==> src/hw/rtl/pps_pkg.sv <==
// Shared types and constants for the preemptive priority scheduler.
package pps_pkg;

    localparam int MAX_JOBS = 16;
    localparam int SLOT_W   = $clog2(MAX_JOBS);

    typedef enum logic
    {
        MODE_ARRIVAL = 1'b0,
        MODE_TICK    = 1'b1
    } mode_t;

    typedef enum logic [1:0]
    {
        STATUS_OK   = 2'd0,
        STATUS_FULL = 2'd1,
        STATUS_IDLE = 2'd2
    } status_t;

    typedef struct packed
    {
        mode_t       mode;
        logic [7:0]  job_id;
        logic [15:0] burst_length;
        logic [7:0]  job_priority;
    } req_item_t;

    typedef struct packed
    {
        status_t     status;
        logic        ran;
        logic [7:0]  run_job_id;
        logic        preempted;
        logic        done_res;
        logic [7:0]  done_job_id;
        logic [31:0] turnaround;
        logic [31:0] wait_time;
        logic [31:0] now;
    } rsp_item_t;

    // One job's context, as held by the current-job register or a ready slot.
    typedef struct packed
    {
        logic [7:0]  id;
        logic [15:0] remaining;
        logic [7:0]  prio;
        logic [31:0] arrival;
        logic [15:0] burst;
    } job_t;

endpackage

==> src/hw/rtl/pps_if.sv <==
// Valid/ready stream interfaces for the scheduler's request and result channels.
interface pps_req_if;
    logic               valid;
    logic               ready;
    pps_pkg::req_item_t data;

    modport source (output valid, output data, input ready);
    modport sink   (input valid, input data, output ready);
endinterface

interface pps_rsp_if;
    logic               valid;
    logic               ready;
    pps_pkg::rsp_item_t data;

    modport source (output valid, output data, input ready);
    modport sink   (input valid, input data, output ready);
endinterface

==> src/hw/rtl/preemptive_priority_scheduler.sv <==
// Preemptive priority scheduler: current job, ready store and result register.
//
//   channel | dir | payload                          | accepted when
//   --------+-----+----------------------------------+---------------------------
//   req     | in  | mode, job_id, burst_length, prio | req.valid && req.ready
//   rsp     | out | status, ran, ids, times, now     | rsp.valid && rsp.ready
//
// The scheduler state is updated and the result register is loaded at the edge
// that accepts an item. The path is bounded by the min-priority tree over the
// ready slots and the time subtractions.
// req.ready is high whenever the result register is empty or being drained,
// so items stream at one per cycle while rsp keeps up.
// Reset clears the time counter, the current job and all slot valid bits.
module preemptive_priority_scheduler
(
    input  logic           clk,
    input  logic           rst_n,
    pps_req_if.sink        req,
    pps_rsp_if.source      rsp
);

    localparam int NLEAF = 1 << pps_pkg::SLOT_W;
    localparam int NODES = 2 * NLEAF - 1;

    // Scheduler state
    logic [31:0]                  time_reg, time_next;
    logic                         cur_valid_reg, cur_valid_next;
    pps_pkg::job_t                cur_reg, cur_next;
    logic [pps_pkg::MAX_JOBS-1:0] slot_valid_reg, slot_valid_next;
    pps_pkg::job_t                slot_mem [pps_pkg::MAX_JOBS];

    // Result register
    logic                         rsp_valid_reg, rsp_valid_next;
    pps_pkg::rsp_item_t           rsp_data_reg, rsp_data_next;

    // Slot write port
    logic                         slot_we;
    logic [pps_pkg::SLOT_W-1:0]   slot_waddr;
    pps_pkg::job_t                slot_wdata;

    // Lowest free slot
    logic                         free_found;
    logic [pps_pkg::SLOT_W-1:0]   free_idx;

    // Min-priority tree, heap order: node n has children 2n+1 and 2n+2
    logic                         node_valid [NODES];
    logic [7:0]                   node_prio  [NODES];
    logic [pps_pkg::SLOT_W-1:0]   node_idx   [NODES];
    logic                         best_found;
    logic [pps_pkg::SLOT_W-1:0]   best_idx;
    pps_pkg::job_t                best_job;

    logic                         accept;
    logic [31:0]                  turn;

    assign req.ready = !rsp_valid_reg || rsp.ready;
    assign accept    = req.valid && req.ready;
    assign rsp.valid = rsp_valid_reg;
    assign rsp.data  = rsp_data_reg;

    always_comb
    begin
        free_found = 1'b0;
        free_idx   = '0;
        for (int i = pps_pkg::MAX_JOBS - 1; i >= 0; i--)
        begin
            if (!slot_valid_reg[i])
            begin
                free_found = 1'b1;
                free_idx   = pps_pkg::SLOT_W'(i);
            end
        end
    end

    // Ties go to the left child, which always holds the lower slot numbers.
    always_comb
    begin
        int l;
        int r;
        for (int i = 0; i < NLEAF; i++)
        begin
            node_valid[NLEAF-1+i] = 1'b0;
            node_prio[NLEAF-1+i]  = '0;
            node_idx[NLEAF-1+i]   = pps_pkg::SLOT_W'(i);
        end
        for (int i = 0; i < pps_pkg::MAX_JOBS; i++)
        begin
            node_valid[NLEAF-1+i] = slot_valid_reg[i];
            node_prio[NLEAF-1+i]  = slot_mem[i].prio;
        end
        for (int n = NLEAF - 2; n >= 0; n--)
        begin
            l = 2 * n + 1;
            r = 2 * n + 2;
            if (node_valid[l] && (!node_valid[r] || node_prio[l] <= node_prio[r]))
            begin
                node_valid[n] = 1'b1;
                node_prio[n]  = node_prio[l];
                node_idx[n]   = node_idx[l];
            end
            else
            begin
                node_valid[n] = node_valid[r];
                node_prio[n]  = node_prio[r];
                node_idx[n]   = node_idx[r];
            end
        end
        best_found = node_valid[0];
        best_idx   = node_idx[0];
    end

    assign best_job = slot_mem[best_idx];

    // Time of completion is the advanced counter.
    assign turn = (time_reg + 32'd1) - cur_reg.arrival;

    always_comb
    begin
        time_next       = time_reg;
        cur_valid_next  = cur_valid_reg;
        cur_next        = cur_reg;
        slot_valid_next = slot_valid_reg;
        slot_we         = 1'b0;
        slot_waddr      = free_idx;
        slot_wdata      = cur_reg;
        rsp_data_next   = rsp_data_reg;

        if (accept)
        begin
            rsp_data_next = '0;
            unique case (req.data.mode)
                pps_pkg::MODE_ARRIVAL:
                begin
                    priority if (!cur_valid_reg)
                    begin
                        cur_valid_next = 1'b1;
                        cur_next       = '{id: req.data.job_id,
                                           remaining: req.data.burst_length,
                                           prio: req.data.job_priority,
                                           arrival: time_reg,
                                           burst: req.data.burst_length};
                    end
                    else if (!free_found)
                    begin
                        rsp_data_next.status = pps_pkg::STATUS_FULL;
                    end
                    else if (req.data.job_priority < cur_reg.prio)
                    begin
                        // Displaced job goes to the store with its progress.
                        slot_we                  = 1'b1;
                        slot_wdata               = cur_reg;
                        slot_valid_next[free_idx] = 1'b1;
                        cur_next       = '{id: req.data.job_id,
                                           remaining: req.data.burst_length,
                                           prio: req.data.job_priority,
                                           arrival: time_reg,
                                           burst: req.data.burst_length};
                        rsp_data_next.preempted = 1'b1;
                    end
                    else
                    begin
                        slot_we                  = 1'b1;
                        slot_wdata               = '{id: req.data.job_id,
                                                     remaining: req.data.burst_length,
                                                     prio: req.data.job_priority,
                                                     arrival: time_reg,
                                                     burst: req.data.burst_length};
                        slot_valid_next[free_idx] = 1'b1;
                    end
                    rsp_data_next.run_job_id = cur_next.id;
                end
                pps_pkg::MODE_TICK:
                begin
                    time_next = time_reg + 32'd1;
                    if (!cur_valid_reg)
                    begin
                        rsp_data_next.status = pps_pkg::STATUS_IDLE;
                    end
                    else
                    begin
                        rsp_data_next.ran        = 1'b1;
                        rsp_data_next.run_job_id = cur_reg.id;
                        // A zero burst finishes after one tick, like a burst of one.
                        if (cur_reg.remaining <= 16'd1)
                        begin
                            rsp_data_next.done_res    = 1'b1;
                            rsp_data_next.done_job_id = cur_reg.id;
                            rsp_data_next.turnaround  = turn;
                            rsp_data_next.wait_time   = turn - {16'd0, cur_reg.burst};
                            if (best_found)
                            begin
                                cur_next                  = best_job;
                                slot_valid_next[best_idx] = 1'b0;
                            end
                            else
                            begin
                                cur_valid_next     = 1'b0;
                                cur_next.remaining = '0;
                            end
                        end
                        else
                        begin
                            cur_next.remaining = cur_reg.remaining - 16'd1;
                        end
                    end
                end
                default:
                begin
                end
            endcase
            rsp_data_next.now = time_next;
        end
    end

    always_comb
    begin
        if (accept)
        begin
            rsp_valid_next = 1'b1;
        end
        else if (rsp.ready)
        begin
            rsp_valid_next = 1'b0;
        end
        else
        begin
            rsp_valid_next = rsp_valid_reg;
        end
    end

    always_ff @(posedge clk or negedge rst_n)
    begin
        if (!rst_n)
        begin
            time_reg       <= '0;
            cur_valid_reg  <= 1'b0;
            cur_reg        <= '0;
            slot_valid_reg <= '0;
            rsp_valid_reg  <= 1'b0;
        end
        else
        begin
            time_reg       <= time_next;
            cur_valid_reg  <= cur_valid_next;
            cur_reg        <= cur_next;
            slot_valid_reg <= slot_valid_next;
            rsp_valid_reg  <= rsp_valid_next;
        end
    end

    // Payload storage, no reset.
    always_ff @(posedge clk)
    begin
        rsp_data_reg <= rsp_data_next;
        if (slot_we)
        begin
            slot_mem[slot_waddr] <= slot_wdata;
        end
    end

endmodule
==> src/flat_wrapper.sv <==
// flat-port wrapper written by rule: the top's interface ports become plain ports
module preemptive_priority_scheduler_flat 
  (clk, rst_n, req_valid, req_data, req_ready, rsp_valid, rsp_data, rsp_ready);
  pps_req_if req_i ();
  pps_rsp_if rsp_i ();
  input  logic clk;
  input  logic rst_n;
  input wire logic [$bits(req_i.valid)-1:0] req_valid;
  input wire logic [$bits(req_i.data)-1:0] req_data;
  output wire logic [$bits(req_i.ready)-1:0] req_ready;
  output wire logic [$bits(rsp_i.valid)-1:0] rsp_valid;
  output wire logic [$bits(rsp_i.data)-1:0] rsp_data;
  input wire logic [$bits(rsp_i.ready)-1:0] rsp_ready;
  assign req_i.valid = req_valid;
  assign req_i.data = req_data;
  assign req_ready = req_i.ready;
  assign rsp_valid = rsp_i.valid;
  assign rsp_data = rsp_i.data;
  assign rsp_i.ready = rsp_ready;
  preemptive_priority_scheduler u_core (.clk(clk), .rst_n(rst_n), .req(req_i), .rsp(rsp_i));
endmodule
==> config.mk <==
export PLATFORM = sky130hd
export DESIGN_NAME = preemptive_priority_scheduler_flat
export DESIGN_NICKNAME = d
export VERILOG_FILES = /design/src/hw/rtl/pps_pkg.sv /design/src/hw/rtl/pps_if.sv /design/src/hw/rtl/preemptive_priority_scheduler.sv /design/src/flat_wrapper.sv
export SDC_FILE = /design/constraint.sdc
export NUM_CORES = 2
export LEC_CHECK = 0
export BUFFER_PORTS_ARGS = -buffer_cell sky130_fd_sc_hd__clkbuf_2
export CAP_MARGIN = 30
export CORE_MARGIN = 2
export CORE_UTILIZATION = 63
export DETAILED_ROUTE_END_ITERATION = 10
export GPL_ROUTABILITY_DRIVEN = 0
export PLACE_DENSITY = 0.8
export SYNTH_ARGS = -nofsm -noshare
export SYNTH_HDL_FRONTEND = slang
export SYNTH_SLANG_ARGS = --single-unit
==> constraint.sdc <==
create_clock -name clk -period 11.1 [get_ports clk]
set_clock_uncertainty 0.2 [all_clocks]
set_input_delay 1.11 -clock clk [delete_from_list [all_inputs] [get_ports clk]]
set_output_delay 1.11 -clock clk [all_outputs]
set_load 0.01 [all_outputs]
==> results <==
- The maximum clock frequency is between 90 and 100 MHz.
- Data on the critical path is required at its endpoint by 11.50 ns.
- The nature of the critical path endpoint is a flip-flop.
- The fraction of registers with async set or reset after synthesis is roughly 8.5%.
- The via density per instance is about 6.8.
- After detailed placement, the total cell area comes to 0.0708 mm2.
- CTS saw around 1,500 sinks.
- The static leakage is ~29 nW.
- Of the total synthesized cell area, the portion taken by XOR and XNOR cells is about 1.8%.
- The initial cell density of the core is a little over three fifths.
- Subtracting the final worst setup slack from the clock period gives 10.50 ns.
- Dividing total power by cell area gives a power density of about 320 mW/mm2.
- The setup slack of the critical path after layout is roughly 0.60 ns.
- The critical path in this run is classified as reg -> reg.
- Timing analysis after detailed placement gives a worst setup slack of just under 0.9 ns.
- The worst-case headroom to the max-slew limit is 28.6%.
- The number of maximum-capacitance constraint violations is 0.
- The final non-filler cell area is between 0.07 and 0.08 mm2.
- The worst path uses 94.6% of the clock period.
- The flow ran to the end, and the final reports show no timing, DRC or antenna violations.
- Summed over all layers, the routed wires come to between 150,000 and 200,000 um.
- In the final routed layout, each cell accounts on average for 28.6 um.
- The number of clock buffers added by TritonCTS is between 100 and 150.
- The count of endpoints failing hold in the final timing report is 0.
- The startpoint kind of the worst setup timing path is a flip-flop.
- The critical register-to-register path endpoint is u_core.cur_reg[10].
- The depth of the CTS H-tree is 4.
- In this run, synthesis inferred roughly 1,400 flip-flops with an integrated enable.
- The number of flip-flops and latches in the synthesized netlist is between 1,500 and 2,000.
- Once the clock tree was built, the setup fixing pass inserted 0 buffers.
- The number of instances in the synthesized netlist is a little over 5,000.
- Summing the areas of all compound-gate instances in the mapped netlist gives 9.48% of the synthesized area.
- The net count of the finished layout is 5,484.
- The HPWL after detailed placement is roughly 120,000 um.
- Summing every instance area after synthesis gives 0.0676 mm2.
- Setup violations remaining at the end of the flow were counted as 0.
- The number of nets handed over by synthesis was 5,285.
- The number of max-slew violations in the final report is 0.
- The count of nets left with antenna violations once routing finished came out at 0.
- The path class of the tightest hold or removal check is in -> async.
- The post-cts repair resize count is 0.
- The routed layout has ~46,000 vias.
- Summing the areas of all and, or, nand and nor instances in the mapped netlist gives 8.75% of the synthesized area.
- The core area is approximately 0.11 mm2.
- The number of global-route vias before repair is 44,700.
- Counting cells, the worst reg-to-reg path comes to 37.
- The number of warnings printed during yosys synthesis is 0.
- The area growth from synthesis to layout is 12.2%.
- The total number of placement rows is 120.
- The top cell types in the final layout, fill and taps aside, are 1,397 x sky130_fd_sc_hd__edfxtp_1, 601 x sky130_fd_sc_hd__nand2_1, 458 x sky130_fd_sc_hd__mux2i_1.
- The portion of synthesized area spent on multiplexers is between 7 and 8%.
- After Yosys synthesis, full adders, half adders and majority gates account for under 10% of the synthesized area.
- Synthesis instantiated between 80 and 90 different standard cells from the library.
- For this run, the slowest stage of the critical path takes 0.70 ns.
- The slew at the pin with the worst max-slew slack is between 1 and 1.5 ns.
- The residual DRC count is 0.
- The worst ir drop on vdd is just under 0.0005 V.
- The largest net degree at the start of global routing is 114.
- The data arrival time at the worst-slack endpoint is between 10 and 15 ns.
- The initial antenna violation count came to 4.
- The leading cell type in the layout, fill and taps excluded is sky130_fd_sc_hd__edfxtp_1.
- The count of input and output buffers is approximately 160.
- The master cell of the clock root buffer is sky130_fd_sc_hd__clkbuf_16.
- In this run, post-CTS hold repair placed 0 buffers.
- The I/O pin total is roughly 160.
- The minimum setup slack among reg-to-reg paths is between 0.5 and 0.6 ns.
- The average instance in the mapped netlist occupies 13.3 um2.
- After global routing the overflow that remains totals 0.
- Measured along the x axis, the die boundary spans 332 um.
- The global-route total usage across every layer is roughly a third.
- The main combinational cell family by area after synthesis is compound AO/OA/AOI/OAI gates.
- Of all nets on the critical path, the largest fanout is 95.
- The detailed router finished its first iteration with ~7,500 violations.
- Clock-pin slew was measured on the worst setup and hold paths at approximately 0.06 ns.
- The pre-antenna-repair detailed-routing pass consisted of 6 iterations.
- The startpoint of the worst-slack reg-to-reg timing path is u_core.slot_mem[0][54].
- At the later pin of the worst-skew pair, clock insertion delay measures ~0.77 ns.
- The sum of negative setup slack is 0 ns.
- On the critical path, the stage with the largest delay is an instance of sky130_fd_sc_hd__and2_4.
- The die is 332 um tall.
- Setup repair after global routing left no endpoint under its margin.
- The largest buffer count on any clock path is 3.
- Summing the sequential cell areas from Yosys gives between 60% and 70% of the chip area.
- The global-route wire length before repair is around 290,000 um.
- The area of the die is 0.110 mm2.
- The tightest hold path in the finished design has a slack of approximately 0.16 ns.
- The register with the most flip-flops in the layout has around 1,300 of them.
- The flip-flop cell with the highest count after synthesis is sky130_fd_sc_hd__edfxtp_1.
- The TritonCTS clock tree is built.
- The proportion of layout cells with a drive suffix above 1 is between 10% and 20%.
power breakdown:
| part | leakage, nW | switching [mW] | internal (mW) |
|---|---|---|---|
| logic | 12.1 | 7.55 | 4.05 |
| clock network | 2.44 | 2.15 | 2.99 |
| registers | 14.3 | 0.244 | 7.42 |
kinds of logic after synthesis:
family                   count (synthesis)
AND/OR/NAND/NOR                       1275
multiplexers                           472
XOR/XNOR                               141
flip-flops                            1527
adder cells (fa/ha/maj)                179
AO/OA/AOI/OAI                         1019
buffers and inverters                  456
per-layer routing:
metal,global-route usage (%),routed length (um)
met3,8.07,24100
met5,0,34
met1,46.9,70100
met4,19.8,12000
met2,53.4,88000
through the flow:
stage / util [%] / std cells / power (mW)
after floorplan: - / 5069 / 15.6
after global placement: 66.1 / 6503 / 18.6
after detailed placement: 66.3 / 6516 / 19.0
after CTS: 70.9 / 6794 / 24.1
after global routing: 71.0 / 6798 / 25.4
final: 71.0 / 6799 / 24.4
how the worst max path moves through the flow:
| stage | from | cells past startpoint | slack (ns) | endpoint |
|---|---|---|---|---|
| 2_1_floorplan | u_core.slot_mem[0][54] | 38 | 2.07 | u_core.cur_reg[35] |
| 3_3_place_gp | u_core.slot_mem[14][55] | 33 | 0.90 | u_core.cur_reg[50] |
| 3_5_place_dp | u_core.slot_mem[12][53] | 34 | 0.88 | u_core.cur_reg[10] |
| 4_1_cts | u_core.slot_mem[12][53] | 35 | 0.79 | u_core.cur_reg[10] |
| 5_1_grt | u_core.slot_mem[14][55] | 37 | 0.07 | u_core.cur_reg[48] |
| 6_report | u_core.slot_mem[0][54] | 37 | 0.60 | u_core.cur_reg[10] |
layout make-up:
class | instances | area, um2
Antenna cell | 1 | 2.50
Clock buffer | 223 | 4370
Inverter | 175 | 662
Fill cell | 6728 | 30900
Tap cell | 1403 | 1760
Clock inverter | 55 | 611
Timing Repair Buffer | 329 | 2370
Sequential cell | 1527 | 45200
Multi-Input combinational cell | 3086 | 20900
synth_stat cells (56+ instances only):
| library cell | instances | area (um2) |
|---|---|---|
| sky130_fd_sc_hd__a21oi_1 | 300 | 1500 |
| sky130_fd_sc_hd__and3_1 | 56 | 350 |
| sky130_fd_sc_hd__buf_2 | 74 | 370 |
| sky130_fd_sc_hd__clkbuf_1 | 181 | 679 |
| sky130_fd_sc_hd__dfrtp_1 | 130 | 3250 |
| sky130_fd_sc_hd__edfxtp_1 | 1397 | 42000 |
| sky130_fd_sc_hd__ha_1 | 177 | 2210 |
| sky130_fd_sc_hd__inv_1 | 173 | 649 |
| sky130_fd_sc_hd__mux2i_1 | 459 | 4590 |
| sky130_fd_sc_hd__nand2_1 | 605 | 2270 |
| sky130_fd_sc_hd__nand3_1 | 103 | 515 |
| sky130_fd_sc_hd__nor2_1 | 175 | 657 |
| sky130_fd_sc_hd__nor3_1 | 58 | 290 |
| sky130_fd_sc_hd__nor4_1 | 71 | 444 |
| sky130_fd_sc_hd__o21ai_0 | 145 | 726 |
| sky130_fd_sc_hd__o22ai_1 | 211 | 1320 |
| sky130_fd_sc_hd__xnor2_1 | 87 | 762 |
worst max-delay path: cells and delay by family, from the launching register on:
kind	cells	cell delay (ns)
AO/OA/AOI/OAI	16	3.35
multiplexers	2	0.72
AND/OR/NAND/NOR	9	2.64
adder cells (fa/ha/maj)	4	1.24
flip-flops	1	0.42
buffers and inverters	6	1.51
Note: power is estimated with default switching activity, not from simulation.
